==> src/rtl/core/gpzmp_pkg.sv <==
// shared types, constants and helpers for the gait phase zmp estimator
package gpzmp_pkg;

    localparam int FRAC_BITS  = 16;
    localparam int WORD_WIDTH = 32;

    // configuration bus geometry
    localparam int PDATA_W = (WORD_WIDTH > 32) ? 64 : 32;
    localparam int PADDR_W = (WORD_WIDTH > 32) ? 4 : 3;
    localparam int TOL_W   = 16;

    // register indexes
    localparam logic REG_FLOOR_HEIGHT = 1'b0;
    localparam logic REG_MIDPOINT_TOL = 1'b1;

    // floor height at reset: round(-0.630 * 2^FRAC_BITS)
    localparam longint FLOOR_RESET_L = -(((longint'(63) << FRAC_BITS) + 50) / 100);
    localparam logic signed [WORD_WIDTH-1:0] FLOOR_RESET = WORD_WIDTH'(FLOOR_RESET_L);
    localparam logic [TOL_W-1:0] TOL_RESET = TOL_W'(1);

    // gait phase codes
    localparam logic [1:0] PH_STANDING    = 2'd0;
    localparam logic [1:0] PH_LEFT_SWING  = 2'd1;
    localparam logic [1:0] PH_RIGHT_SWING = 2'd2;

    // divider steps: integer and fractional quotient bits
    localparam int DIV_STEPS = WORD_WIDTH + FRAC_BITS;
    localparam int CNT_W     = $clog2(DIV_STEPS);

    typedef struct packed {
        logic                         start;
        logic signed [WORD_WIDTH-1:0] torque;
        logic signed [WORD_WIDTH-1:0] fz;
    } div_req_t;

    typedef struct packed {
        logic                       done;
        logic                       zero;
        logic signed [WORD_WIDTH:0] term;
    } div_rsp_t;

    // clamp to the signed word range
    function automatic logic signed [WORD_WIDTH-1:0] sat_word(
        input logic signed [WORD_WIDTH+2:0] v
    );
        logic signed [WORD_WIDTH+2:0] wmax;
        logic signed [WORD_WIDTH+2:0] wmin;
        wmax = (WORD_WIDTH+3)'({1'b0, {(WORD_WIDTH-1){1'b1}}});
        wmin = -wmax - (WORD_WIDTH+3)'(1);
        if (v > wmax)
        begin
            sat_word = wmax[WORD_WIDTH-1:0];
        end
        else if (v < wmin)
        begin
            sat_word = wmin[WORD_WIDTH-1:0];
        end
        else
        begin
            sat_word = v[WORD_WIDTH-1:0];
        end
    endfunction

endpackage

==> src/rtl/core/gpzmp_div.sv <==
// serial restoring divider for the torque over force term, one quotient bit a cycle
module gpzmp_div (
    input  logic                clk,
    input  logic                rst_n,
    input  gpzmp_pkg::div_req_t req,
    output gpzmp_pkg::div_rsp_t rsp
);
    import gpzmp_pkg::*;

    typedef enum logic [3:0] {
        DV_IDLE = 4'b0001,
        DV_RUN  = 4'b0010,
        DV_FIX  = 4'b0100,
        DV_DONE = 4'b1000
    } dv_state_t;

    dv_state_t                  state_reg, state_next;
    logic [CNT_W-1:0]           cnt_reg, cnt_next;
    logic [WORD_WIDTH-1:0]      dvd_reg, dvd_next;
    logic [WORD_WIDTH-1:0]      nf_reg, nf_next;
    logic [WORD_WIDTH-1:0]      rem_reg, rem_next;
    logic [WORD_WIDTH:0]        q_reg, q_next;
    logic                       ovf_reg, ovf_next;
    logic                       neg_reg, neg_next;
    logic                       tneg_reg, tneg_next;
    logic                       zero_reg, zero_next;
    logic signed [WORD_WIDTH:0] term_reg, term_next;

    logic [WORD_WIDTH-1:0]      t_abs, f_abs;
    logic [WORD_WIDTH-1:0]      shifted;
    logic [WORD_WIDTH:0]        diff;
    logic                       qbit;
    logic [WORD_WIDTH-1:0]      limit;
    logic [WORD_WIDTH-1:0]      mag;

    assign t_abs   = req.torque[WORD_WIDTH-1] ? (~req.torque + 1'b1) : req.torque;
    assign f_abs   = req.fz[WORD_WIDTH-1] ? (~req.fz + 1'b1) : req.fz;
    assign shifted = {rem_reg[WORD_WIDTH-2:0], dvd_reg[WORD_WIDTH-1]};
    assign diff    = {1'b0, shifted} - {1'b0, nf_reg};
    assign qbit    = ~diff[WORD_WIDTH];
    // largest magnitude the signed word holds for this sign
    assign limit   = neg_reg ? {1'b1, {(WORD_WIDTH-1){1'b0}}}
                             : {1'b0, {(WORD_WIDTH-1){1'b1}}};
    assign mag     = (ovf_reg || (q_reg > {1'b0, limit})) ? limit : q_reg[WORD_WIDTH-1:0];

    always_comb
    begin
        state_next = state_reg;
        cnt_next   = cnt_reg;
        dvd_next   = dvd_reg;
        nf_next    = nf_reg;
        rem_next   = rem_reg;
        q_next     = q_reg;
        ovf_next   = ovf_reg;
        neg_next   = neg_reg;
        tneg_next  = tneg_reg;
        zero_next  = zero_reg;
        term_next  = term_reg;
        unique case (state_reg)
            DV_IDLE:
            begin
                if (req.start)
                begin
                    dvd_next  = t_abs;
                    nf_next   = f_abs;
                    rem_next  = '0;
                    q_next    = '0;
                    ovf_next  = 1'b0;
                    cnt_next  = '0;
                    neg_next  = req.torque[WORD_WIDTH-1] ^ req.fz[WORD_WIDTH-1];
                    tneg_next = req.torque[WORD_WIDTH-1];
                    zero_next = (req.fz == '0);
                    state_next = (req.fz == '0) ? DV_FIX : DV_RUN;
                end
            end
            DV_RUN:
            begin
                rem_next = qbit ? diff[WORD_WIDTH-1:0] : shifted;
                dvd_next = {dvd_reg[WORD_WIDTH-2:0], 1'b0};
                q_next   = {q_reg[WORD_WIDTH-1:0], qbit};
                ovf_next = ovf_reg | q_reg[WORD_WIDTH];
                cnt_next = cnt_reg + 1'b1;
                if (cnt_reg == CNT_W'(DIV_STEPS - 1))
                begin
                    state_next = DV_FIX;
                end
            end
            DV_FIX:
            begin
                if (zero_reg)
                begin
                    // zero force: rail by the torque sign
                    term_next = tneg_reg ? $signed({2'b11, {(WORD_WIDTH-1){1'b0}}})
                                         : $signed({2'b00, {(WORD_WIDTH-1){1'b1}}});
                end
                else
                begin
                    term_next = neg_reg ? -$signed({1'b0, mag}) : $signed({1'b0, mag});
                end
                state_next = DV_DONE;
            end
            DV_DONE:
            begin
                state_next = DV_IDLE;
            end
            default:
            begin
                state_next = DV_IDLE;
            end
        endcase
    end

    always_ff @(posedge clk or negedge rst_n)
    begin
        if (!rst_n)
        begin
            state_reg <= DV_IDLE;
            cnt_reg   <= '0;
        end
        else
        begin
            state_reg <= state_next;
            cnt_reg   <= cnt_next;
        end
    end

    always_ff @(posedge clk)
    begin
        dvd_reg  <= dvd_next;
        nf_reg   <= nf_next;
        rem_reg  <= rem_next;
        q_reg    <= q_next;
        ovf_reg  <= ovf_next;
        neg_reg  <= neg_next;
        tneg_reg <= tneg_next;
        zero_reg <= zero_next;
        term_reg <= term_next;
    end

    assign rsp.done = (state_reg == DV_DONE);
    assign rsp.zero = zero_reg;
    assign rsp.term = term_reg;

endmodule

==> src/rtl/core/gait_phase_zmp_estimator.sv <==
// top level of the gait phase zmp estimator: capture, phase tracking, sequencer, output register
// divisions: two per item in a swing phase, four while standing, all on the single serial
//   divider (48 quotient bits, one a cycle); a division with zero force skips the quotient bits
// the input stalls until the item in flight has been handed to the output register, so a new
//   item is taken only after the last one is through
// reset: asynchronous, active low; phase standing, no previous zmp seen, registers at defaults
module gait_phase_zmp_estimator (
    input  logic                                      clk,
    input  logic                                      rst_n,
    // configuration port
    input  logic                                      psel,
    input  logic                                      penable,
    input  logic                                      pwrite,
    input  logic [gpzmp_pkg::PADDR_W-1:0]             paddr,
    input  logic [gpzmp_pkg::PDATA_W-1:0]             pwdata,
    output logic [gpzmp_pkg::PDATA_W-1:0]             prdata,
    output logic                                      pready,
    // input channel
    input  logic                                      in_valid,
    output logic                                      in_stall,
    input  logic signed [gpzmp_pkg::WORD_WIDTH-1:0]   desired_zmp_x,
    input  logic signed [gpzmp_pkg::WORD_WIDTH-1:0]   desired_zmp_y,
    input  logic signed [gpzmp_pkg::WORD_WIDTH-1:0]   right_foot_x,
    input  logic signed [gpzmp_pkg::WORD_WIDTH-1:0]   right_foot_y,
    input  logic signed [gpzmp_pkg::WORD_WIDTH-1:0]   left_foot_x,
    input  logic signed [gpzmp_pkg::WORD_WIDTH-1:0]   left_foot_y,
    input  logic signed [gpzmp_pkg::WORD_WIDTH-1:0]   right_force_z,
    input  logic signed [gpzmp_pkg::WORD_WIDTH-1:0]   right_torque_x,
    input  logic signed [gpzmp_pkg::WORD_WIDTH-1:0]   right_torque_y,
    input  logic signed [gpzmp_pkg::WORD_WIDTH-1:0]   left_force_z,
    input  logic signed [gpzmp_pkg::WORD_WIDTH-1:0]   left_torque_x,
    input  logic signed [gpzmp_pkg::WORD_WIDTH-1:0]   left_torque_y,
    // output channel
    output logic                                      out_valid,
    input  logic                                      out_stall,
    output logic signed [gpzmp_pkg::WORD_WIDTH-1:0]   estimated_zmp_x,
    output logic signed [gpzmp_pkg::WORD_WIDTH-1:0]   estimated_zmp_y,
    output logic signed [gpzmp_pkg::WORD_WIDTH-1:0]   estimated_zmp_z,
    output logic [1:0]                                gait_phase,
    output logic                                      zero_force_flag
);
    import gpzmp_pkg::*;

    localparam int OFF_W = WORD_WIDTH + 2;

    typedef enum logic [5:0] {
        S_IDLE  = 6'b000001,
        S_OFFS  = 6'b000010,
        S_PHASE = 6'b000100,
        S_DIV   = 6'b001000,
        S_WAIT  = 6'b010000,
        S_FINAL = 6'b100000
    } state_t;

    state_t state_reg, state_next;

    // configuration registers
    logic signed [WORD_WIDTH-1:0] floor_height_reg;
    logic [TOL_W-1:0]             tol_reg;
    logic                         cfg_write;
    logic                         cfg_index;

    // sample capture
    logic signed [WORD_WIDTH-1:0] dx_reg, dy_reg, rfx_reg, rfy_reg, lfx_reg, lfy_reg;
    logic signed [WORD_WIDTH-1:0] fzr_reg, txr_reg, tyr_reg, fzl_reg, txl_reg, tyl_reg;

    // gait state
    logic [1:0]                   phase_reg, phase_next;
    logic signed [WORD_WIDTH-1:0] prev_x_reg, prev_y_reg;
    logic                         first_seen_reg;
    logic                         change_reg;
    logic signed [OFF_W-1:0]      offx_reg, offy_reg;

    // sequencer and accumulation
    logic [1:0]                   job_reg, job_next;
    logic signed [OFF_W-1:0]      acc_x_reg, acc_x_next;
    logic signed [OFF_W-1:0]      acc_y_reg, acc_y_next;
    logic                         zf_reg, zf_next;

    // output register
    logic                         out_valid_reg, out_valid_next;
    logic signed [WORD_WIDTH-1:0] est_x_reg, est_y_reg, est_z_reg;
    logic [1:0]                   phase_out_reg;
    logic                         zf_out_reg;

    logic                         in_xfer, out_xfer, out_free;
    logic                         standing;
    logic                         use_right;
    logic                         last_job;
    logic signed [OFF_W-1:0]      tol2;
    logic                         at_mid;
    logic [1:0]                   swing_phase;
    logic signed [OFF_W-1:0]      term_ext;
    logic signed [OFF_W-1:0]      sub_x, sub_y;
    logic signed [OFF_W:0]        ex_wide, ey_wide;

    div_req_t div_req;
    div_rsp_t div_rsp;

    gpzmp_div u_div (
        .clk   (clk),
        .rst_n (rst_n),
        .req   (div_req),
        .rsp   (div_rsp)
    );

    // ------------------------------------------------------------------
    // configuration port: zero wait states, index from the word address
    // ------------------------------------------------------------------
    assign pready    = 1'b1;
    assign cfg_write = psel & penable & pwrite & pready;
    assign cfg_index = paddr[PADDR_W-1];

    always_comb
    begin
        unique case (cfg_index)
            REG_FLOOR_HEIGHT: prdata = PDATA_W'(floor_height_reg);
            REG_MIDPOINT_TOL: prdata = PDATA_W'(tol_reg);
            default:          prdata = '0;
        endcase
    end

    always_ff @(posedge clk or negedge rst_n)
    begin
        if (!rst_n)
        begin
            floor_height_reg <= FLOOR_RESET;
            tol_reg          <= TOL_RESET;
        end
        else if (cfg_write)
        begin
            unique case (cfg_index)
                REG_FLOOR_HEIGHT: floor_height_reg <= $signed(pwdata[WORD_WIDTH-1:0]);
                REG_MIDPOINT_TOL: tol_reg          <= pwdata[TOL_W-1:0];
                default:          tol_reg          <= tol_reg;
            endcase
        end
    end

    // ------------------------------------------------------------------
    // handshakes: one item in flight, result waits in its own register
    // ------------------------------------------------------------------
    assign in_stall = (state_reg != S_IDLE);
    assign in_xfer  = in_valid & ~in_stall;
    assign out_xfer = out_valid_reg & ~out_stall;
    assign out_free = ~out_valid_reg | ~out_stall;

    // ------------------------------------------------------------------
    // phase tracking
    // ------------------------------------------------------------------
    // phase code three never arises; it counts as standing
    assign standing = (phase_reg != PH_LEFT_SWING) && (phase_reg != PH_RIGHT_SWING);

    // |2*desired - a - b| < 2*tolerance on both axes, written as two signed bounds
    assign tol2   = $signed({{(OFF_W-TOL_W-1){1'b0}}, tol_reg, 1'b0});
    assign at_mid = (offx_reg < tol2) && (offx_reg > -tol2)
                 && (offy_reg < tol2) && (offy_reg > -tol2);

    always_comb
    begin
        priority if (phase_reg == PH_LEFT_SWING)
        begin
            swing_phase = PH_RIGHT_SWING;
        end
        else if (phase_reg == PH_RIGHT_SWING)
        begin
            swing_phase = PH_LEFT_SWING;
        end
        else
        begin
            // from standing: side of the midpoint, tie goes to right swing
            swing_phase = offy_reg[OFF_W-1] ? PH_LEFT_SWING : PH_RIGHT_SWING;
        end
    end

    always_comb
    begin
        phase_next = phase_reg;
        if (state_reg == S_PHASE && change_reg)
        begin
            phase_next = at_mid ? PH_STANDING : swing_phase;
        end
    end

    // ------------------------------------------------------------------
    // division jobs: bit 0 picks the axis (y torque, then x torque),
    // bit 1 the second foot; swing runs the support foot only
    // ------------------------------------------------------------------
    assign use_right = (phase_reg == PH_LEFT_SWING) || (standing && job_reg[1]);
    assign last_job  = standing ? (job_reg == 2'd3) : (job_reg == 2'd1);

    always_comb
    begin
        div_req.start = (state_reg == S_DIV);
        if (use_right)
        begin
            div_req.fz     = fzr_reg;
            div_req.torque = job_reg[0] ? txr_reg : tyr_reg;
        end
        else
        begin
            div_req.fz     = fzl_reg;
            div_req.torque = job_reg[0] ? txl_reg : tyl_reg;
        end
    end

    assign term_ext = OFF_W'(div_rsp.term);

    // final combine: mean of both feet while standing, floor of the half sum
    assign sub_x   = standing ? (acc_x_reg >>> 1) : acc_x_reg;
    assign sub_y   = standing ? (acc_y_reg >>> 1) : acc_y_reg;
    assign ex_wide = (OFF_W+1)'(dx_reg) - (OFF_W+1)'(sub_x);
    assign ey_wide = (OFF_W+1)'(dy_reg) + (OFF_W+1)'(sub_y);

    // ------------------------------------------------------------------
    // sequencer
    // ------------------------------------------------------------------
    always_comb
    begin
        state_next     = state_reg;
        job_next       = job_reg;
        acc_x_next     = acc_x_reg;
        acc_y_next     = acc_y_reg;
        zf_next        = zf_reg;
        out_valid_next = out_valid_reg;
        if (out_xfer)
        begin
            out_valid_next = 1'b0;
        end
        unique case (state_reg)
            S_IDLE:
            begin
                if (in_xfer)
                begin
                    job_next   = '0;
                    acc_x_next = '0;
                    acc_y_next = '0;
                    zf_next    = 1'b0;
                    state_next = S_OFFS;
                end
            end
            S_OFFS:
            begin
                state_next = S_PHASE;
            end
            S_PHASE:
            begin
                state_next = S_DIV;
            end
            S_DIV:
            begin
                state_next = S_WAIT;
            end
            S_WAIT:
            begin
                if (div_rsp.done)
                begin
                    if (job_reg[0])
                    begin
                        acc_y_next = acc_y_reg + term_ext;
                    end
                    else
                    begin
                        acc_x_next = acc_x_reg + term_ext;
                    end
                    zf_next  = zf_reg | div_rsp.zero;
                    job_next = job_reg + 1'b1;
                    state_next = last_job ? S_FINAL : S_DIV;
                end
            end
            S_FINAL:
            begin
                // hold until the output register is empty or being taken
                if (out_free)
                begin
                    out_valid_next = 1'b1;
                    state_next     = S_IDLE;
                end
            end
            default:
            begin
                state_next = S_IDLE;
            end
        endcase
    end

    always_ff @(posedge clk or negedge rst_n)
    begin
        if (!rst_n)
        begin
            state_reg      <= S_IDLE;
            phase_reg      <= PH_STANDING;
            prev_x_reg     <= '0;
            prev_y_reg     <= '0;
            first_seen_reg <= 1'b0;
            out_valid_reg  <= 1'b0;
            job_reg        <= '0;
        end
        else
        begin
            state_reg     <= state_next;
            phase_reg     <= phase_next;
            out_valid_reg <= out_valid_next;
            job_reg       <= job_next;
            if (state_reg == S_OFFS)
            begin
                prev_x_reg     <= dx_reg;
                prev_y_reg     <= dy_reg;
                first_seen_reg <= 1'b1;
            end
        end
    end

    // sample capture and datapath registers
    always_ff @(posedge clk)
    begin
        if (in_xfer)
        begin
            dx_reg  <= desired_zmp_x;
            dy_reg  <= desired_zmp_y;
            rfx_reg <= right_foot_x;
            rfy_reg <= right_foot_y;
            lfx_reg <= left_foot_x;
            lfy_reg <= left_foot_y;
            fzr_reg <= right_force_z;
            txr_reg <= right_torque_x;
            tyr_reg <= right_torque_y;
            fzl_reg <= left_force_z;
            txl_reg <= left_torque_x;
            tyl_reg <= left_torque_y;
        end
        if (state_reg == S_OFFS)
        begin
            // the first sample only loads the previous zmp
            change_reg <= first_seen_reg && ((dx_reg != prev_x_reg) || (dy_reg != prev_y_reg));
            offx_reg   <= (OFF_W'(dx_reg) <<< 1) - OFF_W'(rfx_reg) - OFF_W'(lfx_reg);
            offy_reg   <= (OFF_W'(dy_reg) <<< 1) - OFF_W'(rfy_reg) - OFF_W'(lfy_reg);
        end
        acc_x_reg <= acc_x_next;
        acc_y_reg <= acc_y_next;
        zf_reg    <= zf_next;
        if (state_reg == S_FINAL && out_free)
        begin
            est_x_reg     <= sat_word(ex_wide);
            est_y_reg     <= sat_word(ey_wide);
            est_z_reg     <= floor_height_reg;
            phase_out_reg <= phase_reg;
            zf_out_reg    <= zf_reg;
        end
    end

    assign out_valid       = out_valid_reg;
    assign estimated_zmp_x = est_x_reg;
    assign estimated_zmp_y = est_y_reg;
    assign estimated_zmp_z = est_z_reg;
    assign gait_phase      = phase_out_reg;
    assign zero_force_flag = zf_out_reg;

    // ------------------------------------------------------------------
    // assertions
    // ------------------------------------------------------------------
    // a division result only turns up while the sequencer waits for one
    assert property (@(posedge clk) disable iff (!rst_n)
        div_rsp.done |-> (state_reg == S_WAIT))
        else $error("divider result outside wait state");

    // a swing phase never runs the second foot's jobs
    assert property (@(posedge clk) disable iff (!rst_n)
        (state_reg == S_WAIT && !standing) |-> !job_reg[1])
        else $error("second foot division during swing");

    // a finished item reaches the output register and the block goes idle
    assert property (@(posedge clk) disable iff (!rst_n)
        (state_reg == S_FINAL && out_free) |=> (out_valid_reg && state_reg == S_IDLE))
        else $error("result not loaded into output register");

    // the phase only moves during the phase update step
    assert property (@(posedge clk) disable iff (!rst_n)
        (state_reg != S_PHASE) |=> $stable(phase_reg))
        else $error("gait phase changed outside update step");

endmodule

==> config.mk <==
export PLATFORM = sky130hd
export DESIGN_NAME = gait_phase_zmp_estimator
export DESIGN_NICKNAME = d
export VERILOG_FILES = /design/src/rtl/core/gpzmp_pkg.sv /design/src/rtl/core/gpzmp_div.sv /design/src/rtl/core/gait_phase_zmp_estimator.sv
export SDC_FILE = /design/constraint.sdc
export NUM_CORES = 2
export LEC_CHECK = 0
export BUFFER_PORTS_ARGS = -buffer_cell sky130_fd_sc_hd__buf_2
export CELL_PAD_IN_SITES_DETAIL_PLACEMENT = 0
export CELL_PAD_IN_SITES_GLOBAL_PLACEMENT = 2
export CORE_MARGIN = 3
export CORE_UTILIZATION = 40
export CTS_CLUSTER_DIAMETER = 100
export CTS_CLUSTER_SIZE = 8
export DETAILED_ROUTE_END_ITERATION = 10
export HOLD_SLACK_MARGIN = 0.12
export PLACE_DENSITY_LB_ADDON = 0.1
export SYNTH_ARGS = -nofsm -noshare
export SYNTH_HDL_FRONTEND = slang
export SYNTH_SLANG_ARGS = --single-unit
==> constraint.sdc <==
create_clock -name clk -period 11.41 [get_ports clk]
set_input_delay 2.282 -clock clk [delete_from_list [all_inputs] [get_ports clk]]
set_output_delay 2.282 -clock clk [all_outputs]
set_load 0.05 [all_outputs]
# == Word level (Yosys, flattened, before mapping) ==
# Index checks and enable logic that the tools add are counted.
# word_totals
regBits,920
# op_classes
add_sub_neg,15
magnitude_cmp,9
eq_ne,27
mux,56
bitwise_logic,15
n_reduce_logical,23
# op_table
cell,count
32-bit two-way mux,8
33-bit two-way mux,6
34-bit two-way mux,5
34-bit case mux with 2 select lines,2
32-bit case mux with 2 select lines,2
31-bit two-way mux,3
35-bit by 32-bit greater-than comparator with 1-bit output (second input constant),2
35-bit by 32-bit < comparator with 1-bit output (second input constant),2
34-bit by 33-bit adder with 34-bit output,2
34-bit greater-than comparator,2
34-bit by 18-bit < comparator with 1-bit output,2
33-bit by 32-bit subtractor with 34-bit output,2
34-bit by 32-bit subtractor with 34-bit output,2
33-bit case mux with 2 select lines,1
32-bit by 1-bit adder with 32-bit output (second input constant),2
64-bit two-way mux,1
32-bit inequality test,2
32-bit inverter,2
31-bit case mux with 2 select lines,1
6-bit case mux with 6 select lines,1
32-bit by 34-bit adder with 35-bit output,1
32-bit by 34-bit subtractor with 35-bit output,1
17-bit negator with 34-bit output,1
33-bit by 32-bit greater-than comparator with 1-bit output,1
39 further kinds,91

# == Depth between registers and ports, before layout ==
# depth
depth_word,10
ltp_mapped,22
mapped_depth_nobuf,18

# == By module ==
# A second synthesis with hierarchy kept.
# unflattened
hier_cells,4492
area_unflattened_um2,52536.6
# modules_own_cells
module,n_inst,cells_per_inst,area_each_um2,seq_area_each_um2
gait_phase_zmp_estimator,1,3347,41050.6,21784.6
gpzmp_div,1,1145,11486.0,5206.2

# == Worst setup path after synthesis ==
# No wires, ideal clock.
# synth_timing
path_kind,input -> register
from,in in_valid
to,reg dx_reg[0] (enable)
arrival_time_ns,9.789
setup_slack_ns,0.890
cell_stages,2
path_buffers,0
cell_sequence,nand2_1 -> inv_1
# synth_via
elab_chain_len,1
# synth_rtl
item,line_no,rtl
"start, declared",gait_phase_zmp_estimator.sv:19,"input logic in_valid,"
1-bit AND,gait_phase_zmp_estimator.sv:144,assign in_xfer = in_valid & ~in_stall;
named net in_xfer,gait_phase_zmp_estimator.sv:86,"logic in_xfer, out_xfer, out_free;"
"end signal, assigned",gait_phase_zmp_estimator.sv:319,dx_reg <= desired_zmp_x;
"end, declared",gait_phase_zmp_estimator.sv:64,"logic signed [WORD_WIDTH-1:0] dx_reg, dy_reg, rfx_reg, rfy_reg, lfx_reg, lfy_reg;"
# The timed path passes the listed nets, and every way through them passes these cells.
# A chain may end at the register's enable or synchronous reset.

# == Final worst setup path ==
# layout_timing
from,reg phase_reg[0]
to,"reg est_y_reg[24], in the netlist estimated_zmp_y[24] (data pin)"
# layout_via
elab_chain_len,6
elab_cells_between_ends,8
# layout_rtl
item,line_no,rtl
"start, declared",gait_phase_zmp_estimator.sv:68,"logic [1:0] phase_reg, phase_next;"
"start signal, assigned",gait_phase_zmp_estimator.sv:302,phase_reg <= phase_next;
2-bit by 1-bit inequality test with 1-bit output or 2-bit inequality test (tied branches),gait_phase_zmp_estimator.sv:152,assign standing = (phase_reg != PH_LEFT_SWING) && (phase_reg != PH_RIGHT_SWING);
1-bit logical AND *,gait_phase_zmp_estimator.sv:152,
33-bit two-way mux *,gait_phase_zmp_estimator.sv:211,assign sub_y = standing ? (acc_y_reg >>> 1) : acc_y_reg;
32-bit by 34-bit adder with 35-bit output *,gait_phase_zmp_estimator.sv:213,assign ey_wide = (OFF_W+1)'(dy_reg) + (OFF_W+1)'(sub_y);
35-bit by 32-bit < comparator with 1-bit output,gpzmp_pkg.sv:54,else if (v < wmin)
32-bit two-way mux,gpzmp_pkg.sv:54,
"end signal, assigned",gait_phase_zmp_estimator.sv:345,est_y_reg <= sat_word(ey_wide);
"end, declared",gait_phase_zmp_estimator.sv:82,"logic signed [WORD_WIDTH-1:0] est_x_reg, est_y_reg, est_z_reg;"
# Mark *: on every way between the ends. The rest lies on a longest branch, timed or not.

==> reports/qor.yml <==
status: "finished clean"
synth_edf_count: 786
port_buffers: 556
yosys-top-cells-count: "786 x edfxtp_1, 398 x nand2_1, 375 x ha_1"
startpoint_type: "register"
grt_pass1_vias: 36200
hold_viol_final: 0
rsz0062_at_grt: "no"
antenna_found_initial: 33
cts_tree: "built"
ant_nets: 0
slew_headroom_pct: 21.6
ys_ff_latch: 920
dieWidth_um: 368
fmax_mhz: 165
place_ws_ps: 5410
rrSetupSlack_ps: 5360
htree_num_levels: 4
clk_path_buf_depth: 3
setup_tns_ps: 0
critPathTopFamily: "compound AO/OA/AOI/OAI gates"
async_flop_share_pct: 14.6
skew_ps: 47.3
p_leak_nw: 24.8
vias: 36400
synth.distinct_cells: 114
worstPathCellList: "inv_1 > ha_4 > buf_4 > mux2_2 > ha_1 > inv_1 > fa_1 > nand2b_1 > a21oi_1 > o22ai_1 > o31ai_2 > a211oi_1 > o21ba_1 > o21a_1 > a31oi_2 > a31oi_4 > o31ai_2"
multi_input_area_mm2: 0.0240
gp_congestion: 0.863
yosysSeqAreaShare_pct: 51.4
die_h_um: 368
final_max_slew_viol_count: 0
cts_setup_buffers: 0
synth_area_leaders: "edfxtp_1 45%, ha_1 8.9%, dfrtp_1 5.1%"
coreArea_mm2: 0.130
layout-drive-gt1-share_pct: 19.3
ys_dominant_reg_cell: "edfxtp_1"
dp_hpwl_um: 120000
yosys.area.top_type: "edfxtp_1"
rows: 132
crit_start: "phase_reg[0]"
crit_buf_inv: 3
worstSetupEndpointType: "register"
clockRootBuffer: "clkbuf_16"
cts_resized: 0
worst_slack_ps: 5360
rr_endpoint: "estimated_zmp_y[24]"
initial_core_util_pct: 40.4
cp_slowest_cell: "a31oi_4"
crit_arrival_ps: 6510
fillers: 12000
r2r-start: "phase_reg[0]"
max_stage_delay_ps: 880
synth_area_per_cell_um2: 11.7
pin_count: 560
total_power_w: 0.0163
ff2ff_path_depth: 17
clk_pin_slew_ps: 50
die-area_mm2: 0.136
hold_class: "reg2reg"
avgRoutedWirePerCell_um: 22.7
critPathKind: "reg2reg"
layout_min_cycle_time_ps: 6050
synth.most_common_cell: "edfxtp_1"
clock-sinks: 920
drt_iter0_markers: 2601
setup_viol: 0
grt_max_degree: 130
tightest_slew_ps: 1180
regArea_mm2: 0.0270
viasPerCell: 5.28
grt_pass1_wl_um: 233000
syn-num-nets: 5341
whs_path_depth: 0
power_density_mw_per_mm2: 266
grtUsageTotal_pct: 22.9
nNetsFinal: 5943
syn_inst: 4470
dp_cells: 6680
hold_buffers: 0
dr.pass1.iters: 5
drc: 0
cp_num_cells: 17
vdd_ir_drop_max_v: 0.000161
grt.overflow.total: 0
crit_fanout: 50
postLayoutCoreUtil_pct: 47.1
max_cap_violations: 0
hold_path_startpoint: "zf_reg"
cp.required_ps: 11870
finalWirelength_um: 157000
layout.cells.non_filler: 6897
cts-buffers-inserted: 132
clk_latency_ps: 780
synth_warnings: 0
syn_area_mm2: 0.0525
fin_crit_sh_pct: 53.0
min_to: "zero_force_flag"
syn_to_final_growth_pct: 16.6
yosysTopAreaCellShare_pct: 45.0
## cell families (layout without fill, tap and decap cells)
kind of cell	count (synthesis)	after routing	share of synthesized area, %
AOI/OAI and AO/OA	979	979	12.0
xor gates and xnor gates	344	344	5.74
adders and majority gates	445	445	11.6
buffers and inverters	383	1057	3.02
DFF	920	920	51.4
muxes	220	220	5.19
other	1	12	0.00715
and+or+nand+nor	1178	1178	11.0
## stage by stage
stage / hold slack [ps] / instance area, um^2
floorplan: 427 / 52500
global placement: 437 / 57200
detailed placement: 439 / 57200
CTS: 442 / 61200
global route: 443 / 61200
finish: 435 / 61200
## final cells by class
class / instances / share of cell area [%]
Clock buffer: 191 / 5.76
Tap cell: 1742 / 3.56
Multi-Input combinational cell: 3167 / 39.2
Inverter: 261 / 1.62
Sequential cell: 920 / 44.1
Antenna cell: 11 / 0.0450
Timing Repair Buffer: 590 / 4.98
Clock inverter: 15 / 0.714
## power by group
| group | total (W) | internal, W | switching, W |
|---|---|---|---|
| logic | 0.00718 | 0.00286 | 0.00432 |
| registers | 0.00538 | 0.00482 | 0.000559 |
| clock network | 0.00374 | 0.00217 | 0.00157 |
## worst max-delay path by stage
stage	end	slack, ps
2_1_floorplan	dx_reg[0]	890
3_3_place_gp	estimated_zmp_y[24]	5400
3_5_place_dp	estimated_zmp_y[24]	5410
4_1_cts	estimated_zmp_x[12]	5370
5_1_grt	estimated_zmp_x[27]	4930
6_report	estimated_zmp_y[24]	5360
## cell usage in the layout, fill, tap and decap left out, types with 43 or more instances in the layout
| cell type | instances |
|---|---|
| inv_1 | 255 |
| dfrtp_1 | 105 |
| nand2_1 | 398 |
| a21o_1 | 145 |
| buf_2 | 555 |
| ha_1 | 374 |
| clkbuf_1 | 59 |
| nand3_1 | 73 |
| fa_1 | 69 |
| o21ai_0 | 170 |
| o31ai_1 | 43 |
| and2_1 | 45 |
| nor2_1 | 268 |
| mux2i_1 | 84 |
| o21ai_1 | 64 |
| edfxtp_1 | 786 |
| nor2b_1 | 56 |
| clkbuf_16 | 132 |
| mux2_2 | 104 |
| nand2b_1 | 57 |
| nor3_1 | 53 |
| nor4_1 | 47 |
| a21oi_1 | 285 |
| xnor2_1 | 187 |
| nand4_1 | 52 |
| xor2_1 | 157 |
## layer usage
metal  up-vias  global-route usage (%)  share of wire, %
met5         -                       0             0.039
met4        10                    6.19               2.4
met3       201                    3.62               4.6
met2       942                    37.9                48
met1     17600                    31.3                45
li1      17700                       -                 -
(Power assumes the default switching activity.)
